## config.mk

```make
export PLATFORM = sky130hd
export DESIGN_NAME = pftu_trig
export DESIGN_NICKNAME = d
export VERILOG_FILES = /design/src/hw/rtl/pftu_pkg.sv /design/src/hw/rtl/pftu_trig.sv
export VERILOG_INCLUDE_DIRS = /design/src /design/src/hw/rtl
export SDC_FILE = /design/constraint.sdc
export NUM_CORES = 2
export LEC_CHECK = 0
export BUFFER_PORTS_ARGS = -buffer_cell sky130_fd_sc_hd__buf_2
export CORE_MARGIN = 2
export CORE_UTILIZATION = 55
export DETAILED_ROUTE_END_ITERATION = 10
export PLACE_DENSITY = 0.76
export SLEW_MARGIN = 0
export SYNTH_ARGS = -nofsm -noshare
export SYNTH_HDL_FRONTEND = slang
export SYNTH_SLANG_ARGS = --single-unit
export TNS_END_PERCENT = 1
```

## constraint.sdc

```tcl
create_clock -name clk -period 15.8 [get_ports clk]
set_input_delay 0.79 -clock clk [delete_from_list [all_inputs] [get_ports clk]]
set_output_delay 0.79 -clock clk [all_outputs]
set_load 0.01 [all_outputs]
```

## src/hw/rtl/pose_frame_transform_unit_defines.svh

```systemverilog
// Assertion macros for the pose frame transform unit.
// Included by every RTL file that carries concurrent assertions.
// Each macro expects clk and arst_n to be visible in the including scope.
`ifndef POSE_FRAME_TRANSFORM_UNIT_DEFINES_SVH
`define POSE_FRAME_TRANSFORM_UNIT_DEFINES_SVH
`ifndef SYNTHESIS
// Same-cycle implication, disabled while reset is asserted.
`define PFTU_ASSERT_IMPL(label, ante, cons) \
	label: assert property (@(posedge clk) disable iff (!arst_n) (ante) |-> (cons)) \
		else $error("pose frame transform: assertion failed");
// Next-cycle implication, disabled while reset is asserted.
`define PFTU_ASSERT_NEXT(label, ante, cons) \
	label: assert property (@(posedge clk) disable iff (!arst_n) (ante) |=> (cons)) \
		else $error("pose frame transform: assertion failed");
`else
`define PFTU_ASSERT_IMPL(label, ante, cons)
`define PFTU_ASSERT_NEXT(label, ante, cons)
`endif
`endif

```

## src/hw/rtl/pftu_pkg.sv

```systemverilog
`timescale 1ns / 1ps
// Shared types and constants of the pose frame transform unit.
// No dependencies; used by the channel interfaces, the trig sequencer and the top level.
package pftu_pkg;

	// Fixed field widths.
	localparam int COORD_W     = 32;
	localparam int OP_W        = 3;
	localparam int CFG_DATA_W  = 32;
	localparam int CFG_INDEX_W = 2;

	// Operation codes of an input beat.
	typedef enum logic [OP_W-1:0] {
		OP_PT_G2L   = 3'd0,
		OP_PT_L2G   = 3'd1,
		OP_POSE_G2L = 3'd2,
		OP_HD_G2L   = 3'd3,
		OP_HD_L2G   = 3'd4
	} op_t;

	// Configuration register indexes.
	typedef enum logic [CFG_INDEX_W-1:0] {
		REG_BASE_X     = 2'd0,
		REG_BASE_Y     = 2'd1,
		REG_BASE_ANGLE = 2'd2
	} cfg_reg_t;

	// Q30 fixed-point constants of the sine/cosine series.
	localparam logic [31:0] Q30_ONE     = 32'h4000_0000;
	localparam logic [31:0] HALF_PI_Q30 = 32'd1686629713;

	// Horner series: six terms for sine, then six for cosine.
	localparam int NUM_TERMS = 6;
	localparam int NUM_DIVS  = 2 * NUM_TERMS;

	// Divisor of each Horner step.
	localparam logic [7:0] DIV_D [NUM_DIVS] = '{
		8'd156, 8'd110, 8'd72, 8'd42, 8'd20, 8'd6,
		8'd182, 8'd132, 8'd90, 8'd56, 8'd30, 8'd12
	};

	// Reciprocal of each divisor: floor(2^k / d) with k = 32 + floor(log2(d)).
	localparam logic [31:0] DIV_M [NUM_DIVS] = '{
		32'd3524075730, 32'd2498890063, 32'd3817748707,
		32'd3272356035, 32'd3435973836, 32'd2863311530,
		32'd3020636340, 32'd4164816771, 32'd3054198966,
		32'd2454267026, 32'd2290649224, 32'd2863311530
	};

	// Shift k that goes with each reciprocal.
	localparam logic [5:0] DIV_K [NUM_DIVS] = '{
		6'd39, 6'd38, 6'd38, 6'd37, 6'd36, 6'd34,
		6'd39, 6'd39, 6'd38, 6'd37, 6'd36, 6'd35
	};

endpackage

```

## src/hw/rtl/pftu_trig.sv

```systemverilog
`timescale 1ns / 1ps
// Sine/cosine sequencer: evaluates the base heading's sine and cosine with one
// shared 32x32 multiplier. Depends on pftu_pkg and the assertion macro header.
`include "pose_frame_transform_unit_defines.svh"
module pftu_trig
	import pftu_pkg::*;
#(
	parameter int ANGLE_BITS     = 16,
	parameter int TRIG_FRAC_BITS = 16
) (
	input  logic                           clk,
	input  logic                           arst_n,
	input  logic                           start,
	input  logic [ANGLE_BITS-1:0]          angle,
	output logic                           ready,
	output logic signed [TRIG_FRAC_BITS+1:0] sin_val,
	output logic signed [TRIG_FRAC_BITS+1:0] cos_val
);

	localparam int QB = ANGLE_BITS - 2;
	localparam int TW = TRIG_FRAC_BITS + 2;
	localparam int SH = 30 - TRIG_FRAC_BITS;
	localparam logic [31:0] TRIG_RND = 32'(1) << (SH - 1);
	localparam logic [2:0]  LAST_TERM = 3'(NUM_TERMS - 1);
	localparam logic [3:0]  COS_BASE  = 4'(NUM_TERMS);

	localparam logic [1:0] QUAD_I   = 2'd0;
	localparam logic [1:0] QUAD_II  = 2'd1;
	localparam logic [1:0] QUAD_III = 2'd2;
	localparam logic [1:0] QUAD_IV  = 2'd3;

	typedef enum logic [10:0] {
		T_IDLE = 11'b000_0000_0001,
		T_X    = 11'b000_0000_0010,
		T_X2   = 11'b000_0000_0100,
		T_HMUL = 11'b000_0000_1000,
		T_DMUL = 11'b000_0001_0000,
		T_DFIX = 11'b000_0010_0000,
		T_DCOR = 11'b000_0100_0000,
		T_SFIN = 11'b000_1000_0000,
		T_SRND = 11'b001_0000_0000,
		T_CFIN = 11'b010_0000_0000,
		T_CRND = 11'b100_0000_0000
	} trig_state_t;

	trig_state_t state_q;
	logic [2:0]  term_q;
	logic        cos_phase_q;
	logic [1:0]  quad_q;
	logic [31:0] x_q;
	logic [31:0] x2_q;
	logic [31:0] t_q;
	logic [31:0] v_q;
	logic [31:0] qe_q;
	logic [31:0] pd_q;
	logic [TW-2:0] mag_s_q;
	logic signed [TW-1:0] sin_q;
	logic signed [TW-1:0] cos_q;

	logic [3:0]  tab_idx;
	logic [31:0] mul_a;
	logic [31:0] mul_b;
	logic [63:0] prod;
	logic [31:0] rem;
	logic        rem_ge;
	logic [31:0] rnd_s;
	logic [31:0] cv;
	logic [31:0] rnd_c;
	logic signed [TW-1:0] s_pos;
	logic signed [TW-1:0] c_pos;

	// Table row of the current Horner step.
	assign tab_idx = 4'(term_q) + (cos_phase_q ? COS_BASE : 4'd0);

	// Operand selection for the shared multiplier.
	always_comb begin
		mul_a = '0;
		mul_b = '0;
		unique case (state_q)
			T_X: begin
				mul_a = 32'(angle[QB-1:0]);
				mul_b = HALF_PI_Q30;
			end
			T_X2: begin
				mul_a = x_q;
				mul_b = x_q;
			end
			T_HMUL, T_CFIN: begin
				mul_a = x2_q;
				mul_b = t_q;
			end
			T_DMUL: begin
				mul_a = v_q;
				mul_b = DIV_M[tab_idx];
			end
			T_DFIX: begin
				mul_a = qe_q;
				mul_b = 32'(DIV_D[tab_idx]);
			end
			T_SFIN: begin
				mul_a = x_q;
				mul_b = t_q;
			end
			default: begin
				mul_a = '0;
				mul_b = '0;
			end
		endcase
	end

	assign prod = 64'(mul_a) * 64'(mul_b);

	// The reciprocal estimate is at most one low; the remainder fixes it.
	assign rem    = v_q - pd_q;
	assign rem_ge = rem >= 32'(DIV_D[tab_idx]);

	// Rounding of the sine and cosine magnitudes, half up.
	assign rnd_s = (v_q + TRIG_RND) >> SH;
	assign cv    = (v_q > Q30_ONE) ? 32'd0 : Q30_ONE - v_q;
	assign rnd_c = (cv + TRIG_RND) >> SH;
	assign s_pos = signed'({1'b0, mag_s_q});
	assign c_pos = signed'({1'b0, rnd_c[TW-2:0]});

	// Sequencer state and control.
	always_ff @(posedge clk or negedge arst_n) begin
		if (!arst_n) begin
			state_q     <= T_X;
			term_q      <= '0;
			cos_phase_q <= 1'b0;
		end else if (start) begin
			state_q     <= T_X;
			term_q      <= '0;
			cos_phase_q <= 1'b0;
		end else begin
			unique case (state_q)
				T_IDLE: state_q <= T_IDLE;
				T_X:    state_q <= T_X2;
				T_X2: begin
					state_q     <= T_HMUL;
					term_q      <= '0;
					cos_phase_q <= 1'b0;
				end
				T_HMUL: state_q <= T_DMUL;
				T_DMUL: state_q <= T_DFIX;
				T_DFIX: state_q <= T_DCOR;
				T_DCOR: begin
					if (term_q == LAST_TERM) begin
						state_q <= cos_phase_q ? T_CFIN : T_SFIN;
					end else begin
						term_q  <= term_q + 3'd1;
						state_q <= T_HMUL;
					end
				end
				T_SFIN: state_q <= T_SRND;
				T_SRND: begin
					state_q     <= T_HMUL;
					term_q      <= '0;
					cos_phase_q <= 1'b1;
				end
				T_CFIN: state_q <= T_CRND;
				T_CRND: state_q <= T_IDLE;
				default: state_q <= T_IDLE;
			endcase
		end
	end

	// Datapath registers of the series evaluation.
	always_ff @(posedge clk) begin
		unique case (state_q)
			T_X: begin
				x_q    <= 32'(prod >> QB);
				quad_q <= angle[ANGLE_BITS-1 -: 2];
			end
			T_X2: begin
				x2_q <= 32'(prod >> 30);
				t_q  <= Q30_ONE;
			end
			T_HMUL: v_q  <= 32'(prod >> 30);
			T_DMUL: qe_q <= 32'(prod >> DIV_K[tab_idx]);
			T_DFIX: pd_q <= prod[31:0];
			T_DCOR: t_q  <= Q30_ONE - qe_q - 32'(rem_ge);
			T_SFIN: v_q  <= 32'(prod >> 30);
			T_SRND: begin
				mag_s_q <= rnd_s[TW-2:0];
				t_q     <= Q30_ONE;
			end
			// Halving the last product is folded into the shift.
			T_CFIN: v_q <= 32'(prod >> 31);
			T_CRND: begin
				unique case (quad_q)
					QUAD_I: begin
						sin_q <= s_pos;
						cos_q <= c_pos;
					end
					QUAD_II: begin
						sin_q <= c_pos;
						cos_q <= -s_pos;
					end
					QUAD_III: begin
						sin_q <= -s_pos;
						cos_q <= -c_pos;
					end
					QUAD_IV: begin
						sin_q <= -c_pos;
						cos_q <= s_pos;
					end
					default: begin
						sin_q <= s_pos;
						cos_q <= c_pos;
					end
				endcase
			end
			default: begin
			end
		endcase
	end

	assign ready   = (state_q == T_IDLE);
	assign sin_val = sin_q;
	assign cos_val = cos_q;

	// A new base heading always forces a fresh evaluation.
	`PFTU_ASSERT_NEXT(a_start_busy, start, !ready)
	// Once finished, the sequencer stays finished until restarted.
	`PFTU_ASSERT_NEXT(a_idle_holds, ready && !start, ready)
	// The published sine and cosine do not move while the pipeline may use them.
	`PFTU_ASSERT_NEXT(a_trig_stable, ready && !start, $stable(sin_q) && $stable(cos_q))

endmodule

```

# Yosys cells after proc, flatten, opt, wreduce, memory -nomap -nowiden
# Memory sizes are Yosys's and may differ from the RTL's.
# Cells that the tools add are included.
[totals]
ff_bits = 262
romBits = 736
in_bits = 19
output_inout_bits = 37
elab_cells = 82
mem_count = 3
[classes]
add_sub_neg = 10
mul = 1
n_lt_le_gt_ge = 3
eq_ne = 16
shifts = 1
n_mux = 23
n_bitwise = 1
reduce_logical = 11
[mem_list]
columns = ["memory", "words", "word_bits", "read_ports", "rd_clocked_by_memory_dff", "write_ports", "line_no", "rtl"]
rows = [
  ["(name not given)", 16, 32, 1, 0, 0, "pftu_trig.sv:94", "mul_b = DIV_M[tab_idx];"],
  ["(name not given)", 16, 8, 1, 0, 0, "pftu_trig.sv:115", "assign rem_ge = rem >= 32'(DIV_D[tab_idx]);"],
  ["(name not given)", 16, 6, 1, 0, 0, "pftu_trig.sv:179", "T_DMUL: qe_q <= 32'(prod >> DIV_K[tab_idx]);"],
]
[op_table]
columns = ["cell", "n"]
rows = [
  ["one-hot mux 32 bit (5 select lines)", 2],
  ["one-hot mux 18 bit (4 select lines)", 2],
  ["one-hot mux 32 bit (2 select lines)", 2],
  ["one-hot mux 11 bit (8 select lines)", 1],
  ["multiplier 32 x 32 -> 64 bit", 1],
  ["2-to-1 mux 32 bit", 2],
  ["right shift 64 x 6 -> 32 bit", 1],
  ["adder 31 x 14 -> 31 bit, second input constant", 2],
  ["negation 17 -> 18 bit", 2],
  [">= comparator 32 x 8 -> 1 bit", 1],
  ["> comparator 32 x 31 -> 1 bit, second input constant", 1],
  ["subtractor 31 x 32 -> 32 bit, first input constant", 1],
  ["subtractor 32 x 1 -> 32 bit", 1],
  ["subtractor 32 bit", 1],
  ["2-to-1 mux 31 bit", 1],
  ["subtractor 31 bit, first input constant", 1],
  ["2-to-1 mux 10 bit", 2],
  ["2-to-1 mux 8 bit", 2],
  ["2-to-1 mux 6 bit", 2],
  ["equality test 11 x 1 -> 1 bit, second input constant", 1],
  ["equality test 11 x 10 -> 1 bit, second input constant", 1],
  ["equality test 11 bit, second input constant", 1],
  ["equality test 11 x 2 -> 1 bit, second input constant", 1],
  ["equality test 11 x 3 -> 1 bit, second input constant", 1],
  ["25 further kinds", 33],
]

# Depth between registers and ports, before layout
[logic_depth]
word_depth = 9
depth_mapped = 44
mapped_depth_nobuf = 39

# Worst setup path after synthesis
# No wires, ideal clock.
[synth_path]
kind = "register to register"
from = "register state_q[3]"
to = "register qe_q[24], data pin"
setup_time_ps = 260
arrival_time_ps = 10945
required_time_ps = 15540
path_slack_ps = 4595
path_stages_with_launch = 35
n_path_buf = 4
period_less_slack_ps = 11205
path_cell_list = "dfrtp_1 nor3_1 nand2_1 nor3_1 nand2_1 nor3b_1 clkbuf_1 buf_1 nand2_1 nand2_1 clkbuf_1 nand2_1 fa_1 inv_1 fa_1 fa_1 fa_1 fa_1 fa_1 fa_1 inv_1 fa_1 inv_1 ha_1 clkbuf_1 nand3_1 nor3_1 and3_1 a21boi_0 a311oi_1 o41a_1 o21ai_0 xor2_1 mux4_2 mux2_2"
[synth_via]
elab_chain_cells = 5
word_cells_on_any_way = 14
cone_classes = "1 x mul; 7 x eq/ne; 1 x shift; 2 x mux; 3 x reduce/logical"
[synth_lines]
columns = ["element", "line_no", "rtl"]
rows = [
  ["start: declaration", "pftu_trig.sv:46", "trig_state_t state_q;"],
  ["start signal: assignment", "pftu_trig.sv:148", "state_q <= cos_phase_q ? T_CFIN : T_SFIN;"],
  ["equality test 11 x 10 -> 1 bit (tied with other cells)", "pftu_trig.sv:79", "unique case (state_q)"],
  ["OR reduction 3 bit (no source line) / OR reduction 2 bit (equally long branches)", "-", ""],
  ["one-hot mux 32 bit (5 select lines)", "pftu_trig.sv:79", ""],
  ["multiplier 32 x 32 -> 64 bit (*)", "pftu_trig.sv:111", "assign prod = 64'(mul_a) * 64'(mul_b);"],
  ["net prod[60]", "pftu_trig.sv:63", "logic [63:0] prod;"],
  ["right shift 64 x 6 -> 32 bit (*)", "pftu_trig.sv:179", ""],
  ["end signal: assignment", "pftu_trig.sv:179", ""],
  ["end: declaration", "pftu_trig.sv:54", "logic [31:0] qe_q;"],
]
# Mark *: on every way through the listed nets, which the timed path passes. The rest lies on a longest branch.
# A chain may end at the register's enable or synchronous reset.

# Worst setup path in the final report
[layout_path]
from = "register state_q[0]"
to = "register qe_q[22], data pin"
# The elaborated chain is that of the path after synthesis.

==> results.py <==
metrics = {
    "place": {
        "routabilityCongestion": 1.02,
        "dp_hpwl_microns": 133000,
        "io_buffers": 55,
    },
    "cts": {
        "ctsHoldBuffers": 0,
        "cts_max_level": 1,
        "cts_tree": "done",
        "cts_buffer_depth": 3,
        "cts.sinks": 262,
        "post_cts_buffers": 0,
        "clk_pin_slew_ns": 0.06,
        "root_buffer": "clkbuf_16",
        "cts_resized": 0,
        "clk_latency_ns": 0.60,
        "cts_buffers": 30,
    },
    "global_routing": {
        "antenna_found_initial": 7,
        "grt_usage_pct": 37.5,
        "grt_max_degree": 68,
        "grt_remaining_overflow": 0,
        "grt_pass1_vias": 43321,
        "grt_pass1_wl_microns": 265000,
    },
    "yosys": {
        "syn-cell-area_sq_um": 50800,
        "synth_edf_count": 247,
        "ys_types": 95,
        "synth_top_cell_area_share_pct": 35.4,
        "syn_avg_cell_area_sq_um": 8.73,
        "synth_ff_type": "edfxtp_1",
        "synth_mux_area_share_pct": 1.16,
        "ys_ff_latch": 262,
        "synth_compound_area_share_pct": 9.56,
        "syn_nets": 7089,
        "ys_seq_area_share_pct": 15.3,
        "synth-adder-area-share_pct": 44.1,
        "yosysTopAreaCell": "fa_1",
        "synth-simple-area-share_pct": 16.8,
        "async_reset_ff_share_pct": 5.73,
        "synth_top_family_by_area": "adder cells",
        "synth_area_leaders": "fa_1, edfxtp_1, ha_1",
        "syn_inst": 5819,
        "yosysWarningCount": 0,
        "synth_xor_area_share_pct": 2.74,
    },
    "critical_path": {
        "reg2reg_slack_ns": 3.00,
        "endpoint_kind": "flop",
        "slowest_delay_ns": 1.11,
        "start_kind": "flop",
        "critPathBufInv": 7,
        "crit_slowest_cell": "a221o_1",
        "worstSetupPathType": "flop to flop",
        "cp.required_ns": 16.11,
        "worst_ep_arrival_time_ns": 13.10,
        "path_delay_family": "adder cells",
        "path_common_cell": "fa_1",
        "critPathMaxFanout": 41,
    },
    "drt": {
        "drt_iter0_drc": 5739,
        "ant_nets": 0,
        "vias_per_cell": 6.25,
        "dr.pass1.iters": 6,
        "routed_wl_microns": 175000,
        "routedWlPerCell_microns": 25.3,
        "num_vias": 43263,
        "drc": 0,
    },
    "sta": {
        "grt_setup_unrepaired": "no",
        "skew_ns": 0.0355,
        "final.setup.tns_ns": 0,
        "drv_slew": 0,
        "worst_slew_pin_slew_ns": 1.30,
        "layout_min_cycle_time_ns": 12.80,
        "layout_worst_path_cycle_share_pct": 81.0,
        "max_freq_mhz": 78.1,
        "finalHoldViolCount": 0,
        "setup_viol": 0,
        "max_slew_margin_pct": 13.2,
        "whs_ns": 0.0914,
    },
    "cells_and_area": {
        "area_growth_pct": 5.45,
        "final_cell_mix": "inv_1, fa_1, nor2_1",
        "final_common_cell": "inv_1",
        "drive_gt1_share_pct": 5.60,
        "n_fill_cell": 7997,
        "nets": 6981,
    },
    "floorplanning": {
        "die_h_microns": 308,
        "chipWidth_microns": 308,
        "core-area_sq_um": 91700,
        "rows": 111,
        "pin_count": 56,
        "dieArea_sq_um": 94800,
        "start_util_pct": 55.4,
    },
    "power_and_ir_drop": {
        "power_density_nw_per_um2": 50.8,
        "p_int_w": 0.00167,
        "clockPowerShare_pct": 31.1,
        "p_seq_share_pct": 30.8,
        "switching_share_pct": 38.8,
        "power_leakage_nw": 25.0,
        "pwr-share-comb_pct": 38.1,
        "p_sw_w": 0.00105,
        "peakVddDrop_mv": 0.0768,
    },
    "job": {
        "drv_cap": 0,
    },
    "outcome": {
        "status": "complete, no violations",
    },
    "worst_hold_path": {
        "hold_path_class": "primary input to asynchronous set/reset pin",
    },
}
registers in the layout, summed over array words and instances, names as in the netlist:
signal	count
cos_phase_q	1
cos_val	18
mag_s_q	17
pd_q	32
qe_q	32
quad_q	2
sin_val	18
state_q	11
t_q	32
term_q	3
v_q	32
x2_q	32
x_q	32
kinds of logic (layout without fill, tap and decap cells):
| logic type | after synthesis | in the layout |
|---|---|---|
| and+or+nand+nor | 1975 | 1975 |
| xor gates and xnor gates | 159 | 159 |
| AOI/OAI and AO/OA | 729 | 729 |
| DFF | 262 | 262 |
| other | 0 | 2 |
| buffers and inverters | 1390 | 1306 |
| muxes | 53 | 53 |
| adders and majority gates | 1251 | 1251 |
routing by layer:
layer / track usage, % / share of wire [%]
met5: 0 / 0.021
met4: 20.8 / 7.2
met3: 12.3 / 14
met2: 55.6 / 43
met1: 48.6 / 36
area by class of cell:
class                      instances  area [sq um]  area share [%]
clock buffer                      33           783            1.46
sequential                       262          7790            14.5
antenna                            2          5.00         0.00934
inverter                        1079          4050            7.56
clock inverter                    23           399           0.745
tap                             1186          1480            2.77
multi-input combinational       4167         37900            70.8
timing repair buffer             171          1150            2.14
Yosys cell counts, types with 8 or more instances:
cell type	count
inv_1	1078
a211oi_1	29
edfxtp_1	247
nand3b_1	10
o211a_1	12
o21ai_0	159
dfrtp_1	14
o2111ai_1	10
nor2b_1	11
nor3_1	57
mux2_2	13
a2111oi_0	10
a222oi_1	25
and2_1	27
o21a_1	27
a211o_1	10
fa_1	898
ha_1	353
nand2_1	761
or2_2	26
a22oi_1	13
o21bai_1	11
xnor2_1	92
a21o_1	55
a221o_1	10
o22ai_1	14
and4_1	17
mux2i_1	36
o211ai_1	27
xor2_1	67
a31oi_1	27
clkbuf_1	295
nand2b_1	44
a21oi_1	180
nor4_1	25
and3_1	41
o21ai_1	8
nor3b_1	9
a221oi_1	26
nand3_1	80
or3_1	22
a21boi_0	12
buf_1	12
nor2_1	766
nand4_1	44
power by group through the flow:
stage	combinational, W	sequential (W)	clock, W
global placement	0.000966	0.000850	0
global route	0.00110	0.000838	0.000872
finish	0.00104	0.000838	0.000846
CTS	0.000990	0.000836	0.000845
detailed placement	0.000985	0.000850	0
floorplan	0.000623	0.000840	0
path summary, 6_finish.rpt:
kind | startpoint | end | cells past startpoint
worst max-delay path | state_q[0] | qe_q[22] | 34
worst min-delay path | arst_n | state_q[7] | 1
worst max register to register | state_q[0] | qe_q[22] | 34
worst min register to register | cos_phase_q | state_q[7] | 1
max in group asynchronous | arst_n | state_q[1] | 1
min in group clk | angle[15] | quad_q[1] | 1
through the flow:
step	worst slack, ns	area, sq um	cells	util (%)	power, W
final	3.00	53600	6923	58.5	0.00272
after global routing	2.51	53600	6921	58.5	0.00281
after CTS	3.27	53600	6921	58.5	0.00267
after detailed placement	3.33	52400	6865	57.2	0.00183
after global placement	3.33	52400	6865	57.2	0.00182
after floorplan	4.60	50800	5819	-	0.00146
worst register-to-register path: cells and delay by family (launching register included):
kind | cells | cell delay, ns
compound gates | 4 | 1.79
flops | 1 | 0.40
fa+ha+maj | 9 | 4.57
simple gates | 12 | 3.78
buf+inv | 7 | 1.49
mux | 2 | 0.46
(Power assumes the default switching activity.)
